`src/rtl/core/gslqr_pkg.sv`:
```
// ============================================================================
// Gain-scheduled LQR torque package
// Shared widths, coefficient tables, item types and CSR constants.
// ============================================================================
package gslqr_pkg;

   localparam int IN_W       = 16;
   localparam int OPND_W     = IN_W + 1;
   localparam int L2_W       = 2 * IN_W;
   localparam int COEF_W     = 24;
   localparam int AL2_W      = COEF_W + L2_W + 1;
   localparam int BL_W       = COEF_W + IN_W + 1;
   localparam int ACC_W      = AL2_W + 2;
   localparam int GAIN_SHIFT = 30;
   localparam int GAIN_W     = ACC_W - GAIN_SHIFT;
   localparam int TERM_W     = GAIN_W + OPND_W + 2;
   localparam int SUM_W      = TERM_W + 4;
   localparam int TQ_SHIFT   = 20;
   localparam int ROUND_W    = SUM_W - TQ_SHIFT;
   localparam int TORQUE_W   = 24;
   localparam int NUM_TERMS  = 6;
   localparam int NUM_GAINS  = 2 * NUM_TERMS;
   localparam int NUM_STAGES = 7;

   localparam logic signed [ACC_W-1:0] GAIN_ROUND = ACC_W'(1) << (GAIN_SHIFT - 1);
   localparam logic signed [SUM_W-1:0] TQ_ROUND   = SUM_W'(1) << (TQ_SHIFT - 1);

   localparam logic signed [TORQUE_W-1:0] TORQUE_MAX = 24'sh7FFFFF;
   localparam logic signed [TORQUE_W-1:0] TORQUE_MIN = -24'sh800000;

   // Rate operands (Q5.10) are scaled by four to reach the common Q.28.
   localparam logic [NUM_TERMS-1:0] RATE_TERM_MASK = 6'b100010;

   // Leg-angle terms survive on the hip output while airborne.
   localparam int AIR_KEEP_TERMS = 2;

   // Q10.14 coefficients: rows 0..5 wheel, rows 6..11 hip.
   localparam logic signed [COEF_W-1:0] COEF_A [NUM_GAINS] = '{
      24'sd3207158,  24'sd619068,  24'sd316405,  24'sd372516,
      24'sd2193578,  24'sd348799, -24'sd3094802, -24'sd108855,
      -24'sd395115, -24'sd319957, -24'sd4971538, -24'sd687225
   };
   localparam logic signed [COEF_W-1:0] COEF_B [NUM_GAINS] = '{
      -24'sd2954822, -24'sd534190, -24'sd315050, -24'sd399525,
      -24'sd2301806, -24'sd345575,  24'sd996996, -24'sd195884,
       24'sd62038,   -24'sd118093,  24'sd3761186, 24'sd534756
   };
   localparam logic signed [COEF_W-1:0] COEF_C [NUM_GAINS] = '{
      -24'sd224184, -24'sd57863, -24'sd64224, -24'sd132170,
       24'sd885365,  24'sd136489, 24'sd481078, 24'sd189501,
       24'sd104854,  24'sd207736, 24'sd1043060, 24'sd117739
   };

   // Configuration port.
   localparam int CSR_ADDR_W = 3;
   localparam int CSR_DATA_W = 32;
   localparam logic CSR_IDX_THRESHOLD = 1'b0;
   localparam logic signed [IN_W-1:0] THRESHOLD_RESET = 16'sd320;

   typedef logic signed [OPND_W-1:0] opnd_type;
   typedef logic signed [GAIN_W-1:0] gain_type;
   typedef logic signed [TERM_W-1:0] term_type;

   typedef struct packed {
      logic        [IN_W-1:0] leg_length;
      logic signed [IN_W-1:0] leg_angle;
      logic signed [IN_W-1:0] leg_angle_rate;
      logic signed [IN_W-1:0] travel_distance;
      logic signed [IN_W-1:0] forward_speed;
      logic signed [IN_W-1:0] target_speed;
      logic signed [IN_W-1:0] body_pitch;
      logic signed [IN_W-1:0] body_pitch_rate;
      logic signed [IN_W-1:0] support_force;
   } req_item_type;

   typedef struct packed {
      logic signed [TORQUE_W-1:0] wheel_torque;
      logic signed [TORQUE_W-1:0] hip_torque;
      logic                       airborne;
   } rsp_item_type;

   typedef struct packed {
      logic s1;
      logic s2;
      logic s3;
      logic s4;
      logic s5;
      logic s6;
      logic s7;
   } stage_en_type;

endpackage

```
`src/rtl/core/gslqr_sum.sv`:
```
// ============================================================================
// Gain-scheduled LQR torque summer
// Masked sums of the six terms, then rounding to Q15.8 with saturation.
// ============================================================================
module gslqr_sum (
   input  logic                    clock,
   input  gslqr_pkg::stage_en_type en,
   input  gslqr_pkg::term_type     term [gslqr_pkg::NUM_GAINS],
   input  logic                    air,
   output gslqr_pkg::rsp_item_type result
);
   import gslqr_pkg::*;

   logic signed [SUM_W-1:0]   sum_in [2];
   logic signed [SUM_W-1:0]   sum_ff [2];
   logic                      air_ff;
   logic signed [ROUND_W-1:0] rnd    [2];
   logic signed [TORQUE_W-1:0] tq_in [2];
   rsp_item_type              result_ff;

   // While airborne the wheel sum is dropped and the hip keeps only the
   // leg-angle and leg-angle-rate terms.
   always_comb begin
      sum_in[0] = '0;
      sum_in[1] = '0;
      for (int t = 0; t < NUM_TERMS; t++) begin
         if (!air) begin
            sum_in[0] = sum_in[0] + SUM_W'(term[t]);
         end
         if (!air || t < AIR_KEEP_TERMS) begin
            sum_in[1] = sum_in[1] + SUM_W'(term[NUM_TERMS + t]);
         end
      end
   end

   always_ff @(posedge clock) begin
      if (en.s6) begin
         sum_ff <= sum_in;
         air_ff <= air;
      end
   end

   always_comb begin
      for (int o = 0; o < 2; o++) begin
         rnd[o] = ROUND_W'((sum_ff[o] + TQ_ROUND) >>> TQ_SHIFT);
         if (rnd[o] > ROUND_W'(TORQUE_MAX)) begin
            tq_in[o] = TORQUE_MAX;
         end else if (rnd[o] < ROUND_W'(TORQUE_MIN)) begin
            tq_in[o] = TORQUE_MIN;
         end else begin
            tq_in[o] = TORQUE_W'(rnd[o]);
         end
      end
   end

   always_ff @(posedge clock) begin
      if (en.s7) begin
         result_ff.wheel_torque <= tq_in[0];
         result_ff.hip_torque   <= tq_in[1];
         result_ff.airborne     <= air_ff;
      end
   end

   assign result = result_ff;

endmodule

```
`config.mk`:
```
export PLATFORM = sky130hd
export DESIGN_NAME = gslqr_sum
export DESIGN_NICKNAME = d
export VERILOG_FILES = /design/src/rtl/core/gslqr_pkg.sv /design/src/rtl/core/gslqr_sum.sv
export SDC_FILE = /design/constraint.sdc
export NUM_CORES = 1
export LEC_CHECK = 0
export BUFFER_PORTS_ARGS = -buffer_cell sky130_fd_sc_hd__buf_4
export CAP_MARGIN = 10
export CORE_MARGIN = 4
export CORE_UTILIZATION = 35
export CTS_CLUSTER_SIZE = 8
export DETAILED_ROUTE_END_ITERATION = 6
export GPL_TIMING_DRIVEN = 0
export PLACE_DENSITY_LB_ADDON = 0.05
export SLEW_MARGIN = 20
export SYNTH_ARGS = -nofsm -noshare
export SYNTH_HDL_FRONTEND = slang
export SYNTH_SLANG_ARGS = --single-unit
```
`constraint.sdc`:
```
create_clock -name clock -period 14.6 [get_ports clock]
set_input_delay 1.46 -clock clock [delete_from_list [all_inputs] [get_ports clock]]
set_output_delay 1.46 -clock clock [all_outputs]
set_load 0.02 [all_outputs]
```
==> metrics.md, run 1 <==
| Metric | Value |
|---|---|
| Outcome | `finished clean` |
| Reg-to-Reg End | `result[27]` |
| Max Fclk | `71.9 MHz` |
| Clock power share | `8.1%` |
| Post-Synth Simple-Gate Area | `19.9%` |
| Critical path startpoint | `air` |
| Clock Skew | `0.0111 ns` |
| Mux share of post-synthesis cell area | `0.267%` |
| CTS tree | `yes` |
| Via Count | `34200` |
| Worst hold path class | `flop to flop` |
| Slew @ Worst Pin | `1.10 ns` |
| Flops & latches, synth | `116` |
| Row count | `110` |
| Synth Area in Adders | `20.3%` |
| CP Data Required Time | `14.86 ns` |
| Total stage count of the critical path | `61` |
| Layout filler cell count | `9651` |
| Gpl congestion | `0.912` |
| CP max stage delay | `0.42 ns` |
| Warnings, synthesis | `0` |
| Drt total wl | `128000 um` |
| Final Cell Area | `0.0389 mm2` |
| DRC Markers | `0` |
| Top cell family by delay on the critical path | `compound AO/OA/AOI/OAI gates` |
| Die height | `310 um` |
| Reg-to-Reg Start | `sum_ff[71]` |
| CP max FO | `19` |
| Non-filler cells, final | `6178` |
| Vias in the first global route | `32200` |
| Initial Utilization | `35.3%` |
| R2R setup slack | `10.88 ns` |
| Leakage power | `18.2 nW` |
| 1st-pass router iterations | `5` |
| First-pass GRT wire length | `189000 um` |
| Max_cap viols | `0` |
| Slew HR | `26.6%` |
| Critical path launch point type | `input port` |
| Footprint of the multi-input gates | `0.0275 mm2` |
| Sw frac | `50.0%` |
| IO Pins | `634` |
| R2R depth | `12` |
| Die area | `0.0959 mm2` |
| Grt total ovfl | `0` |
| Compound-Gate Fraction of Synth Area | `32.0%` |
| Arr. time, crit path | `14.17 ns` |
| Layout area overhead | `22.2%` |
| Xor-xnor portion of the synthesized cell area | `13.2%` |
| 1st-iter DRT viols | `2483` |
| Final Slew Violations | `0` |
| Initial antenna violation count | `42` |
| Prevailing post-synth register cell | `edfxtp_1` |
| Share of layout cells above drive strength 1 | `15.2%` |
| Fin worst setup slack | `0.692 ns` |
| Pint | `2.48 mW` |
| Avg Inst Size Synth | `7.37 um2` |
| Final setup viols | `0` |
| DIE WIDTH | `310 um` |
| Reg area | `0.00348 mm2` |
| Placed insts | `6114` |
| Clock sinks | `116` |
| Final core utilization | `43.2%` |
| HPWL after DPL | `111000 um` |
| Total CTS buffers | `17` |
| Period Utilization, post-route | `95.3%` |
| Register area share after synthesis | `10.9%` |
| Main combinational cell family by area after synthesis | `compound AO/OA/AOI/OAI gates` |
| Sequential Power Share | `12.1%` |
| Largest net degree at the start of global routing | `68` |
| Post-synth EDFFs | `116` |
| WP buf/inv | `8` |
| Placed Area | `0.0380 mm2` |
| Synthesized Nets | `5416` |
| CP endpoint | `sum_ff[103]` |
| Post-route minimum period | `13.91 ns` |
| Post-synth ARST share | `0%` |
| Post-Syn Area | `0.0318 mm2` |
| Gate power share | `79.8%` |
| Fin. Hold Viols | `0` |
| Max stage delay cell, worst path | `fa_1` |
| Setup Slack @ Placement | `-3.53 ns` |
| H-tree depth | `4` |
| Core area | `0.0901 mm2` |
| Buffers added on ports | `617` |
| Post-Syn Instances | `4321` |
| Root Driver | `clkbuf_16` |
| Hold_ws | `0.436 ns` |
| Max clock buf depth | `2` |
| Psw | `2.48 mW` |
| Via/cell ratio | `5.53` |
| Gr usage total | `25.3%` |
| Setup CP Type | `input port to flop` |
| Setup crit end kind | `flop` |
| # hold bufs at CTS | `0` |
| Clock-pin slew on the worst setup and hold paths | `0.06 ns` |
| Drt wl/cell | `20.7 um` |
| Post-DRT Antenna Nets | `0` |
| Library cells used by synthesis | `94` |
| PwrDens | `127 mW/mm2` |
| Final net count | `6056` |
| Worst-Skew Late Latency | `0.43 ns` |
| Peak VDD IR | `60.4 uV` |
-- layer usage --
layer  global-route usage [%]  vias to the layer above  wire [um]
li1                         -                    17400          -
met1                     35.5                    15800      60000
met2                     41.7                      895      59000
met3                     3.22                       91       6890
met4                     4.79                       20       1760
met5                        0                        -        134
-- cell usage after synthesis (14+ instances only) --
cell type  instances  area [um2]
edfxtp_1         116        3480
a31o_2            15         131
nand2b_1          58         363
nand2_1          277        1040
ha_1             502        6280
a21boi_0          17         128
and2_1            31         194
a211oi_1          47         353
a21o_1           313        2350
or3_1             16         100
o21bai_1          58         435
a31oi_1           56         350
clkbuf_1         116         435
xor2_1           213        1870
o21a_1            39         293
and3_1            53         332
nor2_1           431        1620
a21oi_1          411        2060
nand4_1           80         500
nor2b_1          104         651
xnor2_1          261        2290
o21ai_1           72         360
inv_1            145         544
o211ai_1          32         240
a221o_1           14         140
o31ai_1           35         263
o21ai_0          364        1820
nor3_1            67         335
nand3_1          120         601
-- what timing repair did --
| action | CTS | global route |
|---|---|---|
| resized for setup | 21 | 35 |
| pin swaps | 1 | 6 |
| endpoints found under the hold margin | 0 | 0 |
| setup endpoints to repair | 28 | 14 |
| setup buffers | 0 | 6 |
-- worst reg2reg max path, stage by stage (launching register included) --
cell	delay, ns
edfxtp_1	0.36
ha_1	0.19
and3_1	0.21
nand3_1	0.17
nor4_1	0.54
and3_1	0.32
and2_1	0.14
clkbuf_1	0.26
nand3_1	0.14
xnor2_1	0.25
o31a_1	0.33
clkbuf_1	0.38
o21ai_0	0.17
-- cell usage in the layout (no fill, tap or decap), types with 17 or more instances in the layout --
cell type	n
inv_1	145
nand4_1	80
o21bai_1	58
clkbuf_16	17
and3_1	53
a211oi_1	43
o31ai_1	33
o21a_1	39
o21ai_1	72
nor3_1	66
and2_1	31
nand2b_1	58
diode_2	28
o211ai_1	32
ha_1	500
nand2_1	277
a21oi_1	405
edfxtp_1	116
nor2b_1	104
xor2_1	213
a21o_1	313
a31oi_1	51
o21ai_0	362
nor2_1	431
xnor2_1	261
nand3_1	120
buf_4	626
clkbuf_1	106
-- how the worst min path moves through the flow --
| stage | slack [ns] | cells after the start | startpoint | to |
|---|---|---|---|---|
| after CTS | 0.44 | 0 | air_ff | result[0] |
| after global routing | 0.46 | 0 | air_ff | result[0] |
| final | 0.44 | 0 | air_ff | result[0] |
| after floorplan | 0.40 | 0 | air_ff | result[0] |
| after detailed placement | 0.41 | 0 | air_ff | result[0] |
| after global placement | 0.40 | 0 | air_ff | result[0] |
-- final cells by class --
cell class | instances | share of cell area, %
antenna | 28 | 0.180
buffer | 134 | 1.50
clock buffer | 18 | 1.10
clock inverter | 14 | 0.396
inverter | 147 | 1.42
multi-input combinational | 3922 | 70.6
sequential | 116 | 8.95
tap | 1176 | 3.78
timing repair buffer | 623 | 12.0
-- power by group through the flow --
stage | Sequential [mW] | Clock [mW] | Combinational (mW)
after detailed placement | 0.604 | 0 | 3.88
after global placement | 0.604 | 0 | 3.89
final | 0.598 | 0.403 | 3.96
after CTS | 0.598 | 0.413 | 3.92
after global routing | 0.612 | 0.430 | 4.42
after floorplan | 0.639 | 0 | 2.86
-- metrics by stage --
stage	total power [mW]	TNS (ns)
6_report	4.96	0
5_1_grt	5.46	-0.0209
4_1_cts	4.93	0
3_5_place_dp	4.48	-57.77
3_3_place_gp	4.49	-87.25
2_1_floorplan	3.49	0
-- logic make-up after synthesis --
kind of cell	count (synthesis)
AND/OR/NAND/NOR	1315
flip-flops	116
XOR/XNOR	476
AO/OA/AOI/OAI	1610
multiplexers	8
adder cells (fa/ha/maj)	513
buffers and inverters	283
-- flip-flops by register name, summed over array words and instances, names as in the netlist --
name and flops:
sum_ff 66, result 49, air_ff 1
(Power assumes the default switching activity.)
==> inputs of run 2 (changes only) <==
==> constraint.sdc (replaced) <==
create_clock -name clock -period 12.15 [get_ports clock]
set_input_delay 1.215 -clock clock [delete_from_list [all_inputs] [get_ports clock]]
set_output_delay 1.215 -clock clock [all_outputs]
set_load 0.02 [all_outputs]
==> run 2 against run 1 <==
Effect of this change: global-route usage grew 0.72 points; sequential share of layout area fell by 0.56 points; utilization is 2.9 points higher; worst hold slack lost 0.011 ns.
==> metrics.md, run 2 (synthesized netlist as in run 1, its figures left out) <==
| Metric | Value |
|---|---|
| Hold_ws | `0.425 ns` |
| Outcome | `finished clean` |
| Worst hold path class | `flop to flop` |
| Layout filler cell count | `9483` |
| IO Pins | `634` |
| Clock Skew | `0.00706 ns` |
| Reg-to-Reg End | `result[27]` |
| R2R setup slack | `8.33 ns` |
| Arr. time, crit path | `12.02 ns` |
| Leakage power | `19.1 nW` |
| Buffers added on ports | `617` |
| 1st-iter DRT viols | `2560` |
| Non-filler cells, final | `6305` |
| Placed insts | `6114` |
| Top cell family by delay on the critical path | `compound AO/OA/AOI/OAI gates` |
| Unrepaired setup endpoints after global routing | `true` |
| Share of layout cells above drive strength 1 | `22.3%` |
| Vias in the first global route | `32700` |
| Gr usage total | `26.0%` |
| Max Fclk | `84.4 MHz` |
| Commonest non-fill, non-tap cells in the layout | `buf_4, ha_1, nor2_1` |
| Largest net degree at the start of global routing | `68` |
| Grt total ovfl | `0` |
| Hold path cells | `0` |
| Final Slew Violations | `0` |
| Slew @ Worst Pin | `1.11 ns` |
| CP Data Required Time | `12.33 ns` |
| Gpl congestion | `0.925` |
| # hold bufs at CTS | `0` |
| H-tree depth | `4` |
| Peak VDD IR | `74.4 uV` |
| Hold EP | `result[0]` |
| Slew HR | `25.8%` |
| Number of flip-flops in the largest register | `66` |
| Initial Utilization | `35.3%` |
| Setup Slack @ Placement | `-4.04 ns` |
| Footprint of the multi-input gates | `0.0290 mm2` |
| Reg area | `0.00348 mm2` |
| WP buf/inv | `8` |
| Clock-pin slew on the worst setup and hold paths | `0.06 ns` |
| Via Count | `34700` |
| Core area | `0.0901 mm2` |
| Post-route minimum period | `11.84 ns` |
| HPWL after DPL | `112000 um` |
| Final setup viols | `0` |
| Reg-to-Reg Start | `sum_ff[71]` |
| Setup CP Type | `input port to flop` |
| Die area | `0.0959 mm2` |
| Fin. Hold Viols | `0` |
| Reg with most FFs | `sum_ff` |
| DRC Markers | `0` |
| Post-DRT Antenna Nets | `0` |
| Root Driver | `clkbuf_16` |
| Clock sinks | `116` |
| CTS tree | `yes` |
| Row count | `110` |
| Total CTS buffers | `17` |
| Drt total wl | `133000 um` |
| Max stage delay cell, worst path | `or4_4` |
| Final net count | `6176` |
| Critical path launch point type | `input port` |
| First-pass GRT wire length | `193000 um` |
| Setup crit end kind | `flop` |
| Worst-Skew Late Latency | `0.43 ns` |
| Layout area overhead | `30.3%` |
| Beginning of the worst hold path | `air_ff` |
| Initial antenna violation count | `41` |
| Commonest non-fill, non-tap cell in the layout | `buf_4` |
| CP max stage delay | `0.51 ns` |
| Period Utilization, post-route | `97.5%` |
| Drt wl/cell | `21.0 um` |
| Max clock buf depth | `2` |
| CP max FO | `7` |
| Final core utilization | `46.0%` |
| Die height | `310 um` |
| R2R depth | `12` |
| Via/cell ratio | `5.50` |
| 1st-pass router iterations | `5` |
| PwrDens | `155 mW/mm2` |
| DIE WIDTH | `310 um` |
| Max_cap viols | `0` |
| Fin worst setup slack | `0.307 ns` |
-- run 2: changes by cell type in the layout (fill, tap and decap cells not counted), sizes merged --
cell,change
clkbuf,-16
bufinv,-1
clkinv,-4
diode,+7
inv,+5
clkinvlp,+1
buf,+135
-- run 2: cell type report --
class	count	area share [%]
flip-flops and latches	116	8.39
repair buffers	761	13.8
diodes	35	0.211
plain buffers	116	1.36
clock inverters	15	0.350
clock buffers	17	1.02
well taps	1176	3.54
multi-input cells	3922	69.9
inverters	147	1.33
-- run 2: stage by stage --
stage	setup TNS, ns	instance area, um2	power, mW
floorplan	-0.0304	31900	4.21
global placement	-124.28	38000	5.42
detailed placement	-119.86	38000	5.40
CTS	-0.0174	40100	6.13
global route	-0.939	41500	7.04
finish	0	41500	6.44
-- run 2: routing by layer --
layer	global-route usage [%]	part of all wire [%]	wire, um	up-vias
met2	41.9	45	60200	901
met5	0	0.052	69	-
met3	3.66	5.4	7130	127
met4	6.58	2.3	3100	8
li1	-	-	-	17600
met1	36.5	47	62200	16000
-- run 2: power breakdown --
group	switching, mW	internal (mW)
Combinational	2.91	2.34
Sequential	0.0885	0.633
Clock	0.193	0.285
Total	3.19	3.25
-- run 2: timing repair --
action                     in CTS  in global routing
setup buffers                  73                 74
setup endpoints to repair      61                 29
gates resized for setup       211                176
pin swaps                      99                141
-- run 2: how the worst max path moves through the flow --
stage,to,startpoint,slack [ns],depth (start not counted)
6_report,sum_ff[103],air,0.31,59
5_1_grt,sum_ff[102],air,-0.21,62
4_1_cts,sum_ff[96],air,-0.01,62
3_5_place_dp,sum_ff[101],air,-4.04,61
3_3_place_gp,sum_ff[101],air,-4.21,61
2_1_floorplan,sum_ff[101],air,-0.03,63
